**src/rtl/knock_detector_interval_recorder_core_defines.svh**
```systemverilog
// ----------------------------------------------------------------------------
// Knock detector assertion macros
// Shared concurrent assertion forms, clocked on clk and held off in reset.
// ----------------------------------------------------------------------------
`ifndef KNOCK_DETECTOR_INTERVAL_RECORDER_CORE_DEFINES_SVH
`define KNOCK_DETECTOR_INTERVAL_RECORDER_CORE_DEFINES_SVH

// Same-cycle implication
`define KDIR_ASSERT_IMPL(lbl, ante, cons, msg) \
  lbl: assert property (@(posedge clk) disable iff (!rst_n) (ante) |-> (cons)) \
    else $error(msg);

// Next-cycle implication
`define KDIR_ASSERT_NEXT(lbl, ante, cons, msg) \
  lbl: assert property (@(posedge clk) disable iff (!rst_n) (ante) |=> (cons)) \
    else $error(msg);

`endif

```
**src/rtl/kdir_pkg.sv**
```systemverilog
// ----------------------------------------------------------------------------
// Knock detector package
// Widths, register indexes, reset values and shared types.
// ----------------------------------------------------------------------------
package kdir_pkg;

  localparam int ACCEL_W  = 13;
  localparam int SQ_W     = 26;
  localparam int TIME_W   = 32;
  localparam int MS_W     = 16;
  localparam int COUNT_W  = 8;
  localparam int CFG_W    = 26;
  localparam int CFG_IDX_W = 3;

  // register indexes
  localparam logic [CFG_IDX_W-1:0] REG_UPPER_SQ    = 3'd0;
  localparam logic [CFG_IDX_W-1:0] REG_LOWER_SQ    = 3'd1;
  localparam logic [CFG_IDX_W-1:0] REG_DEBOUNCE    = 3'd2;
  localparam logic [CFG_IDX_W-1:0] REG_IDLE        = 3'd3;
  localparam logic [CFG_IDX_W-1:0] REG_KNOCK_QUOTA = 3'd4;
  localparam logic [CFG_IDX_W-1:0] REG_KNOCK_CAP   = 3'd5;

  // reset values (1.15 g and 0.85 g squared, in counts^2)
  localparam logic [SQ_W-1:0]    RST_UPPER_SQ    = 26'd86949;
  localparam logic [SQ_W-1:0]    RST_LOWER_SQ    = 26'd47502;
  localparam logic [MS_W-1:0]    RST_DEBOUNCE    = 16'd120;
  localparam logic [MS_W-1:0]    RST_IDLE        = 16'd5000;
  localparam logic [COUNT_W-1:0] RST_KNOCK_QUOTA = 8'd5;
  localparam logic [COUNT_W-1:0] RST_KNOCK_CAP   = 8'd30;

  localparam logic OP_START  = 1'b0;
  localparam logic OP_SAMPLE = 1'b1;

  typedef enum logic [1:0] {
    STATUS_IDLE    = 2'd0,
    STATUS_SUCCESS = 2'd1,
    STATUS_TOO_FEW = 2'd2
  } status_t;

  typedef struct packed {
    logic [SQ_W-1:0]    upper_sq;
    logic [SQ_W-1:0]    lower_sq;
    logic [MS_W-1:0]    debounce_ms;
    logic [MS_W-1:0]    idle_ms;
    logic [COUNT_W-1:0] knock_quota;
    logic [COUNT_W-1:0] knock_cap;
  } cfg_t;

  typedef struct packed {
    logic               recording;
    logic [TIME_W-1:0]  last_knock_time;
    logic [COUNT_W-1:0] knock_count;
  } state_t;

  typedef struct packed {
    logic               knock_seen;
    logic               knock_recorded;
    logic [COUNT_W-1:0] knock_number;
    logic               interval_valid;
    logic [TIME_W-1:0]  interval_ms;
    logic               finished;
    status_t            status;
  } result_t;

endpackage

```
**src/rtl/knock_detector_interval_recorder_core.sv**
```systemverilog
// ----------------------------------------------------------------------------
// Knock detector interval recorder
// Tap detection on squared accelerometer magnitude with debounce, interval
// logging and idle timeout.
// ----------------------------------------------------------------------------
//  channel | dir | handshake            | payload
//  in_     | in  | in_valid / in_ready   | op, accel_x/y/z, time_ms
//  out_    | out | out_valid / out_ready | knock flags, number, interval, status
//  cfg_    | in  | cfg_wr_en            | cfg_index, cfg_wdata
//
// One beat per clock while out_ready stays high. The input register holds the squared
// magnitude, then decision and state update go into the result register.
// Synchronous active-low reset clears control, state and config to defaults.
// When out_ready is low the input register still takes one more beat.
// ----------------------------------------------------------------------------
module knock_detector_interval_recorder_core (
  input  logic                               clk,
  input  logic                               rst_n,
  input  logic                               in_valid,
  output logic                               in_ready,
  input  logic                               in_op,
  input  logic signed [kdir_pkg::ACCEL_W-1:0] in_accel_x,
  input  logic signed [kdir_pkg::ACCEL_W-1:0] in_accel_y,
  input  logic signed [kdir_pkg::ACCEL_W-1:0] in_accel_z,
  input  logic [kdir_pkg::TIME_W-1:0]         in_time_ms,
  output logic                               out_valid,
  input  logic                               out_ready,
  output logic                               out_knock_seen,
  output logic                               out_knock_recorded,
  output logic [kdir_pkg::COUNT_W-1:0]        out_knock_number,
  output logic                               out_interval_valid,
  output logic [kdir_pkg::TIME_W-1:0]         out_interval_ms,
  output logic                               out_finished,
  output logic [1:0]                         out_status,
  input  logic                               cfg_wr_en,
  input  logic [kdir_pkg::CFG_IDX_W-1:0]      cfg_index,
  input  logic [kdir_pkg::CFG_W-1:0]          cfg_wdata
);
  import kdir_pkg::*;

  `include "knock_detector_interval_recorder_core_defines.svh"

  cfg_t    cfg_r;
  state_t  st_r;
  state_t  st_nxt;
  result_t res_nxt;
  result_t res_r;

  logic                      s1_valid_r;
  logic                      s1_op_r;
  logic [SQ_W-1:0]           s1_mag_sq_r;
  logic [TIME_W-1:0]         s1_time_r;
  logic                      out_valid_r;

  logic signed [2*ACCEL_W-1:0] sq_x;
  logic signed [2*ACCEL_W-1:0] sq_y;
  logic signed [2*ACCEL_W-1:0] sq_z;
  logic [SQ_W-1:0]             mag_sq;
  logic                        in_fire;
  logic                        advance;

  // squares are non-negative and the sum stays below 2^26
  assign sq_x   = in_accel_x * in_accel_x;
  assign sq_y   = in_accel_y * in_accel_y;
  assign sq_z   = in_accel_z * in_accel_z;
  assign mag_sq = SQ_W'($unsigned(sq_x)) + SQ_W'($unsigned(sq_y))
                + SQ_W'($unsigned(sq_z));

  assign advance  = !out_valid_r || out_ready;
  assign in_ready = !s1_valid_r || advance;
  assign in_fire  = in_valid && in_ready;

  kdir_eval u_eval (
    .op      (s1_op_r),
    .mag_sq  (s1_mag_sq_r),
    .time_ms (s1_time_r),
    .cfg     (cfg_r),
    .st      (st_r),
    .st_nxt  (st_nxt),
    .res     (res_nxt)
  );

  // configuration registers
  always_ff @(posedge clk) begin
    if (!rst_n) begin
      cfg_r.upper_sq    <= RST_UPPER_SQ;
      cfg_r.lower_sq    <= RST_LOWER_SQ;
      cfg_r.debounce_ms <= RST_DEBOUNCE;
      cfg_r.idle_ms     <= RST_IDLE;
      cfg_r.knock_quota <= RST_KNOCK_QUOTA;
      cfg_r.knock_cap   <= RST_KNOCK_CAP;
    end else if (cfg_wr_en) begin
      unique case (cfg_index)
        REG_UPPER_SQ:    cfg_r.upper_sq    <= cfg_wdata[SQ_W-1:0];
        REG_LOWER_SQ:    cfg_r.lower_sq    <= cfg_wdata[SQ_W-1:0];
        REG_DEBOUNCE:    cfg_r.debounce_ms <= cfg_wdata[MS_W-1:0];
        REG_IDLE:        cfg_r.idle_ms     <= cfg_wdata[MS_W-1:0];
        REG_KNOCK_QUOTA: cfg_r.knock_quota <= cfg_wdata[COUNT_W-1:0];
        REG_KNOCK_CAP:   cfg_r.knock_cap   <= cfg_wdata[COUNT_W-1:0];
        default: ;
      endcase
    end
  end

  // control and recorder state
  always_ff @(posedge clk) begin
    if (!rst_n) begin
      s1_valid_r  <= 1'b0;
      out_valid_r <= 1'b0;
      st_r        <= '0;
    end else begin
      if (in_fire) begin
        s1_valid_r <= 1'b1;
      end else if (advance) begin
        s1_valid_r <= 1'b0;
      end
      if (advance) begin
        out_valid_r <= s1_valid_r;
        if (s1_valid_r) begin
          st_r <= st_nxt;
        end
      end
    end
  end

  // payload
  always_ff @(posedge clk) begin
    if (in_fire) begin
      s1_op_r     <= in_op;
      s1_mag_sq_r <= mag_sq;
      s1_time_r   <= in_time_ms;
    end
    if (advance && s1_valid_r) begin
      res_r <= res_nxt;
    end
  end

  assign out_valid          = out_valid_r;
  assign out_knock_seen     = res_r.knock_seen;
  assign out_knock_recorded = res_r.knock_recorded;
  assign out_knock_number   = res_r.knock_number;
  assign out_interval_valid = res_r.interval_valid;
  assign out_interval_ms    = res_r.interval_ms;
  assign out_finished       = res_r.finished;
  assign out_status         = res_r.status;

  `KDIR_ASSERT_IMPL(a_status_on_finish, out_valid_r,
    out_finished == (res_r.status == STATUS_SUCCESS || res_r.status == STATUS_TOO_FEW),
    "status does not match finished flag")

  `KDIR_ASSERT_IMPL(a_interval_needs_record, out_valid_r && out_interval_valid,
    out_knock_recorded && out_knock_seen && (out_knock_number >= COUNT_W'(2)),
    "interval given without a recorded second knock")

  `KDIR_ASSERT_IMPL(a_record_not_finish, out_valid_r && out_knock_seen,
    !out_finished,
    "knock and timeout on the same beat")

  `KDIR_ASSERT_IMPL(a_stop_via_finish, $past(rst_n) && $fell(st_r.recording),
    out_valid_r && out_finished,
    "recording stopped without a finished result")

endmodule

```
**src/rtl/kdir_eval.sv**
```systemverilog
// ----------------------------------------------------------------------------
// Knock detector evaluation
// Threshold, debounce, count and idle-timeout decision for one beat.
// ----------------------------------------------------------------------------
module kdir_eval (
  input  logic                       op,
  input  logic [kdir_pkg::SQ_W-1:0]   mag_sq,
  input  logic [kdir_pkg::TIME_W-1:0] time_ms,
  input  kdir_pkg::cfg_t             cfg,
  input  kdir_pkg::state_t           st,
  output kdir_pkg::state_t           st_nxt,
  output kdir_pkg::result_t          res
);
  import kdir_pkg::*;

  logic [TIME_W-1:0]  since;
  logic               over;
  logic               knock;
  logic               room;
  logic               timeout;
  logic [COUNT_W-1:0] count_inc;

  always_comb begin
    since     = time_ms - st.last_knock_time;
    over      = (mag_sq > cfg.upper_sq) || (mag_sq < cfg.lower_sq);
    knock     = st.recording && over && (since > TIME_W'(cfg.debounce_ms));
    room      = st.knock_count < cfg.knock_cap;
    count_inc = st.knock_count + COUNT_W'(1);
    // a knock restamps the time, so the idle gap is then zero
    timeout   = st.recording && !knock && (since > TIME_W'(cfg.idle_ms));

    st_nxt               = st;
    res.knock_seen       = 1'b0;
    res.knock_recorded   = 1'b0;
    res.knock_number     = st.knock_count;
    res.interval_valid   = 1'b0;
    res.interval_ms      = '0;
    res.finished         = 1'b0;
    res.status           = STATUS_IDLE;

    if (op == OP_START) begin
      st_nxt.recording       = 1'b1;
      st_nxt.knock_count     = '0;
      st_nxt.last_knock_time = time_ms;
      res.knock_number       = '0;
    end else begin
      if (knock) begin
        res.knock_seen         = 1'b1;
        st_nxt.last_knock_time = time_ms;
        if (room) begin
          res.knock_recorded = 1'b1;
          st_nxt.knock_count = count_inc;
          res.knock_number   = count_inc;
          if (st.knock_count != '0) begin
            res.interval_valid = 1'b1;
            res.interval_ms    = since;
          end
        end
      end
      if (timeout) begin
        res.finished     = 1'b1;
        st_nxt.recording = 1'b0;
        res.status       = (st.knock_count >= cfg.knock_quota) ? STATUS_SUCCESS
                                                               : STATUS_TOO_FEW;
      end
    end
  end

endmodule

```
**config.mk**
```make
export PLATFORM = sky130hd
export DESIGN_NAME = knock_detector_interval_recorder_core
export DESIGN_NICKNAME = d
export VERILOG_FILES = /design/src/rtl/kdir_pkg.sv /design/src/rtl/knock_detector_interval_recorder_core.sv /design/src/rtl/kdir_eval.sv
export VERILOG_INCLUDE_DIRS = /design/src /design/src/rtl
export SDC_FILE = /design/constraint.sdc
export NUM_CORES = 2
export LEC_CHECK = 0
export BUFFER_PORTS_ARGS = -buffer_cell sky130_fd_sc_hd__buf_2
export CAP_MARGIN = 20
export CORE_ASPECT_RATIO = 1.4
export CORE_UTILIZATION = 53
export DETAILED_ROUTE_END_ITERATION = 8
export PLACE_DENSITY = 0.67
export SLEW_MARGIN = 40
export SYNTH_ARGS = -nofsm -noshare
export SYNTH_HDL_FRONTEND = slang
export SYNTH_SLANG_ARGS = --single-unit
export TNS_END_PERCENT = 5
```
**constraint.sdc**
```tcl
create_clock -name clk -period 10.8 [get_ports clk]
set_clock_uncertainty 0.2 [all_clocks]
set_input_delay 1.62 -clock clk [delete_from_list [all_inputs] [get_ports clk]]
set_output_delay 1.62 -clock clk [all_outputs]
set_load 0.01 [all_outputs]
```
[Yosys cells after proc, flatten, opt, wreduce, memory -nomap -nowiden]
Index checks and enable logic that the tools add are counted.
Cells by class
  add/sub/neg operators: 4
  multiply operators: 3
  magnitude comparators: 6
  equal/unequal tests: 8
  multiplexer cells: 11
  reduce and logical (&&, ||, !) cells: 28
Operators with widths (count)
  13-bit by 13-bit multiplier with 26-bit output: 3
  32-bit by 16-bit greater-than comparator with 1-bit output: 2
  26-bit adder: 2
  43-bit 2-to-1 mux: 1
  42-bit 2-to-1 mux: 1
  41-bit 2-to-1 mux: 1
  40-bit 2-to-1 mux: 1
  33-bit 2-to-1 mux: 1
  32-bit subtractor: 1
  26-bit greater-than comparator: 1
  26-bit < comparator: 1
  2-bit AND reduction: 8
  3-bit AND reduction: 3
  8-bit by 1-bit adder with 8-bit output, second input constant: 1
  8-bit >= comparator: 1
  8-bit < comparator: 1
  8-bit 2-to-1 mux: 1
  4-bit AND reduction: 2
  8-bit nonzero test: 1
  3-bit by 2-bit == test with 1-bit output, second input constant: 2
  3-bit == test, second input constant: 2
  1-bit logical AND: 6
  2-bit by 1-bit != test with 1-bit output, second input constant: 3
  3-bit by 1-bit == test with 1-bit output, second input constant: 1
  7 further kinds: 13
Word-level totals
  register bits: 248
  input bits: 106

[Longest topological paths before layout]
  word-level depth: 9
  depth in mapped cells: 32
  gate-level depth less buffers: 31

[Hierarchy]
Synthesis repeated with hierarchy kept, for this count alone.
Unflattened totals
  cell total of the unflattened synthesis: 3433
  area total of the unflattened synthesis: 32249.7 um^2
Modules (own cells, without submodules)
  knock_detector_interval_recorder_core: times used 1, cells each 2623, area an instance 26336.5 um^2, seq. area each 6015.8 um^2
  kdir_eval: times used 1, cells each 810, area an instance 5913.2 um^2, seq. area each 0.0 um^2

[Worst setup path before layout]
No wires, ideal clock.
  path kind: input to register
  start: input port in_accel_z[12] in the netlist's numbering
  end: register s1_mag_sq_r[25] (data pin)
  library setup time: 0.260 ns
  data arrival time: 8.569 ns
  slack: 1.771 ns
  cell stages on the path: 28
  path buffers: 1
  cells stage by stage: clkbuf_1 > nand2_1 > inv_1 > fa_1 > inv_1 > fa_1 > inv_1 > fa_1 > inv_1 > fa_1 > inv_1 > fa_1 > fa_1 > fa_1 > inv_1 > fa_1 > inv_1 > ha_1 > nor4_1 > o2111ai_1 > and3b_1 > o21a_1 > o21ai_0 > a21oi_1 > a211o_1 > nor3_1 > a21oi_1 > xnor2_1
On the way
  cells in the longest elaborated chain, start to end: 2
Ends and longest elaborated chain
  start, declared: RTL line knock_detector_interval_recorder_core.sv:24  | input logic signed [kdir_pkg::ACCEL_W-1:0] in_accel_z,
  13-bit by 13-bit multiplier with 26-bit output: RTL line knock_detector_interval_recorder_core.sv:65  | assign sq_z = in_accel_z * in_accel_z;
  26-bit adder: RTL line knock_detector_interval_recorder_core.sv:67  | + SQ_W'($unsigned(sq_z));
  net mag_sq[25]: RTL line knock_detector_interval_recorder_core.sv:58  | logic [SQ_W-1:0] mag_sq;
  end signal, assigned: RTL line knock_detector_interval_recorder_core.sv:130  | s1_mag_sq_r <= mag_sq;
  end, declared: RTL line knock_detector_interval_recorder_core.sv:51  | logic [SQ_W-1:0] s1_mag_sq_r;
The timed path passes the listed nets, and every way through them passes these cells.
A chain may end at the register's enable or synchronous reset.

[Final worst setup path]
Same ends and word-level chain as after synthesis.

==> results.toml <==
[status]
status = "finished with violations"
violations = "DRC"

[sta]
relSlewSlack_pct = 47.4
finalCriticalPeriod_ns = 9.17
tightest_slew_ns = 0.789
fmax_mhz = 109
timing.final.crit_share_pct = 84.9
rsz0062_at_grt = "no"
finalSetupTns_ns = 0
hold_viol = 0
setup_viol = 0
slew_viol_final = 0

[cells_and_area]
layout-drive-gt1-share_pct = 6.67
synthToLayoutAreaGrowth_pct = 6.90
multiInputGateArea_um2 = 21500
seq_area_um2 = 6020
nFillCells = 5038
final_nets = 4267

[clock_network]
cts.path.max_buffers = 3
cts_resized = 0
htree_levels = 1
cts_tree = "yes"
cts_made_buffers = 23
cts_hold_buf = 0
numClockSinks = 248
cts_root_buf = "clkbuf_16"
clk_latency_ns = 0.53
path_clk_slew_ns = 0.07
postCtsSetupRepairBufs = 0

[synth]
synth_edf_count = 105
syn-cell-area_um2 = 31000
synth_top_area_cell = "fa_1"
ys_ff_latch = 248
seq_area_frac_synth_pct = 19.4
syn_nets = 4173
yosysMostFrequentCell = "inv_1"
synth_ff_type = "dfxtp_1"
postSynthCellCount = 3246
synthTopCellsByCount = "806 x inv_1, 534 x fa_1, 397 x nand2_1"
synth_async_sr_flop_share_pct = 0
synth_top_cells_by_area = "fa_1 35%, ha_1 12%, edfxtp_1 10%, inv_1 9.8%, dfxtp_1 9.2%"
synthDistinctLibCells = 72
yosys_warnings = 0
syn-mean-instance-area_um2 = 9.54
synth_top_cell_area_share_pct = 34.5

[die]
coreArea_um2 = 57600
start_util_pct = 53.7
die_width_um = 206
fp.dieH_um = 288
die_area_um2 = 59400
core.rowCount = 104
ioPinCount = 154

[global_route]
grt_start_max_net_pins = 79
grtUsageTotal_pct = 25.4
grt_pass1_wl_mm = 118
antenna_found_initial = 3
grt_pass1_vias = 23600
gr-total-overflow = 0

[min_path]
holdCritPathClass = "register to register"

[worst_setup_path]
cp-end-kind = "register"
reg2reg_slack_ns = 5.24
arrival_ns = 9.24
critPathRequiredTime_ns = 10.87
path_class = "input port to register"
crit_fanout = 22
critPathLaunchType = "input port"

[place]
portBuffers = 153
dpl.hpwl_mm = 61.9
place.gp.congestion = 0.960

[drt]
num_vias = 21500
dr.first_iter.drc_count = 1225
ant_nets = 0
firstDrtPassIters = 9
routed_via_density = 5.24
wire_per_inst_um = 17.5
drc_errors = 84
wirelength_mm = 71.9

[job]
maxCapViolations = 0
## placed cells by master (no fill, tap or decap), drive strengths merged, types with 26 or more instances in the layout
cell,instances
dfxtp,143
fa,534
inv,809
a21oi,140
xnor2,74
nor2,72
nand2b,26
ha,287
buf,165
a21o,53
mux2i,34
nor2b,45
o211ai,40
nand2,397
nand4,26
clkbuf,27
edfxtp,105
o21ai,37
and3,29
and2,119
## cell type report
class                   instances  area share (%)
multi-input cells            2094            65.1
flip-flops and latches        248            18.2
inverters                     808            9.16
well taps                     742            2.80
repair buffers                165            2.61
clock buffers                  27            1.88
clock inverters                14           0.321
diodes                          1         0.00756
## critical path: stages
cell	delay, ns
buf_2	0.17
buf_4	0.27
nand2_1	0.19
fa_1	0.58
inv_1	0.06
fa_1	0.54
inv_1	0.06
fa_1	0.52
inv_1	0.05
fa_1	0.49
fa_1	0.59
fa_1	0.44
fa_1	0.49
inv_1	0.05
fa_1	0.48
inv_1	0.04
ha_1	0.18
nor4_1	0.54
o2111ai_1	0.25
and3b_1	0.24
o21a_1	0.18
o21ai_0	0.38
a21oi_1	0.18
a211o_1	0.32
nor3_1	0.14
a21oi_1	0.08
xnor2_1	0.12
## routing by layer
layer / vias to the layer above / routed length, µm / track usage [%]
met1: 10700 / 27400 / 28.4
met5: - / 23 / 0
met2: 525 / 39300 / 48.9
met4: 4 / 2800 / 9.93
li1: 10100 / - / -
met3: 161 / 2430 / 1.99
## per-stage QoR
stage / util, % / hold WS [ns] / cells / cell area (µm²) / setup slack [ns]
finish: 57.5 / 0.255 / 4099 / 33100 / 1.63
global placement: 56.1 / 0.242 / 4056 / 32400 / 1.24
global route: 57.4 / 0.276 / 4098 / 33100 / 1.19
floorplan: - / 0.235 / 3246 / 31000 / 1.77
detailed placement: 56.2 / 0.246 / 4057 / 32400 / 1.06
CTS: 57.4 / 0.256 / 4098 / 33100 / 1.62
## sequential cells by signal, indices dropped and copies added, names as in the netlist, 2 cells and up
| signal | flops |
|---|---|
| out_status | 2 |
| s1_time_r | 32 |
| out_knock_number | 8 |
| st_r | 41 |
| cfg_r | 100 |
| out_interval_ms | 32 |
| s1_mag_sq_r | 26 |
## path summary, 6_finish.rpt
path | endpoint | startpoint | cells after the start
hold / removal | st_r[22] | st_r[22] | 2
setup / recovery | s1_mag_sq_r[25] | in_accel_z[12] | 27
hold reg to reg | st_r[22] | st_r[22] | 2
setup reg to reg | st_r[35] | s1_time_r[0] | 23
## logic make-up (layout without fill, tap and decap cells)
family | count (synthesis) | after routing | synth area share, %
XOR/XNOR | 98 | 98 | 2.77
AO/OA/AOI/OAI | 356 | 356 | 7.47
AND/OR/NAND/NOR | 784 | 784 | 12.0
other | 0 | 1 | 0
buffers and inverters | 904 | 1014 | 11.1
flip-flops | 248 | 248 | 19.4
multiplexers | 35 | 35 | 1.13
adder cells (fa/ha/maj) | 821 | 821 | 46.1
Power is not shown: default switching activity piles up to over one toggle a cycle in this logic, so the estimate is an artifact.
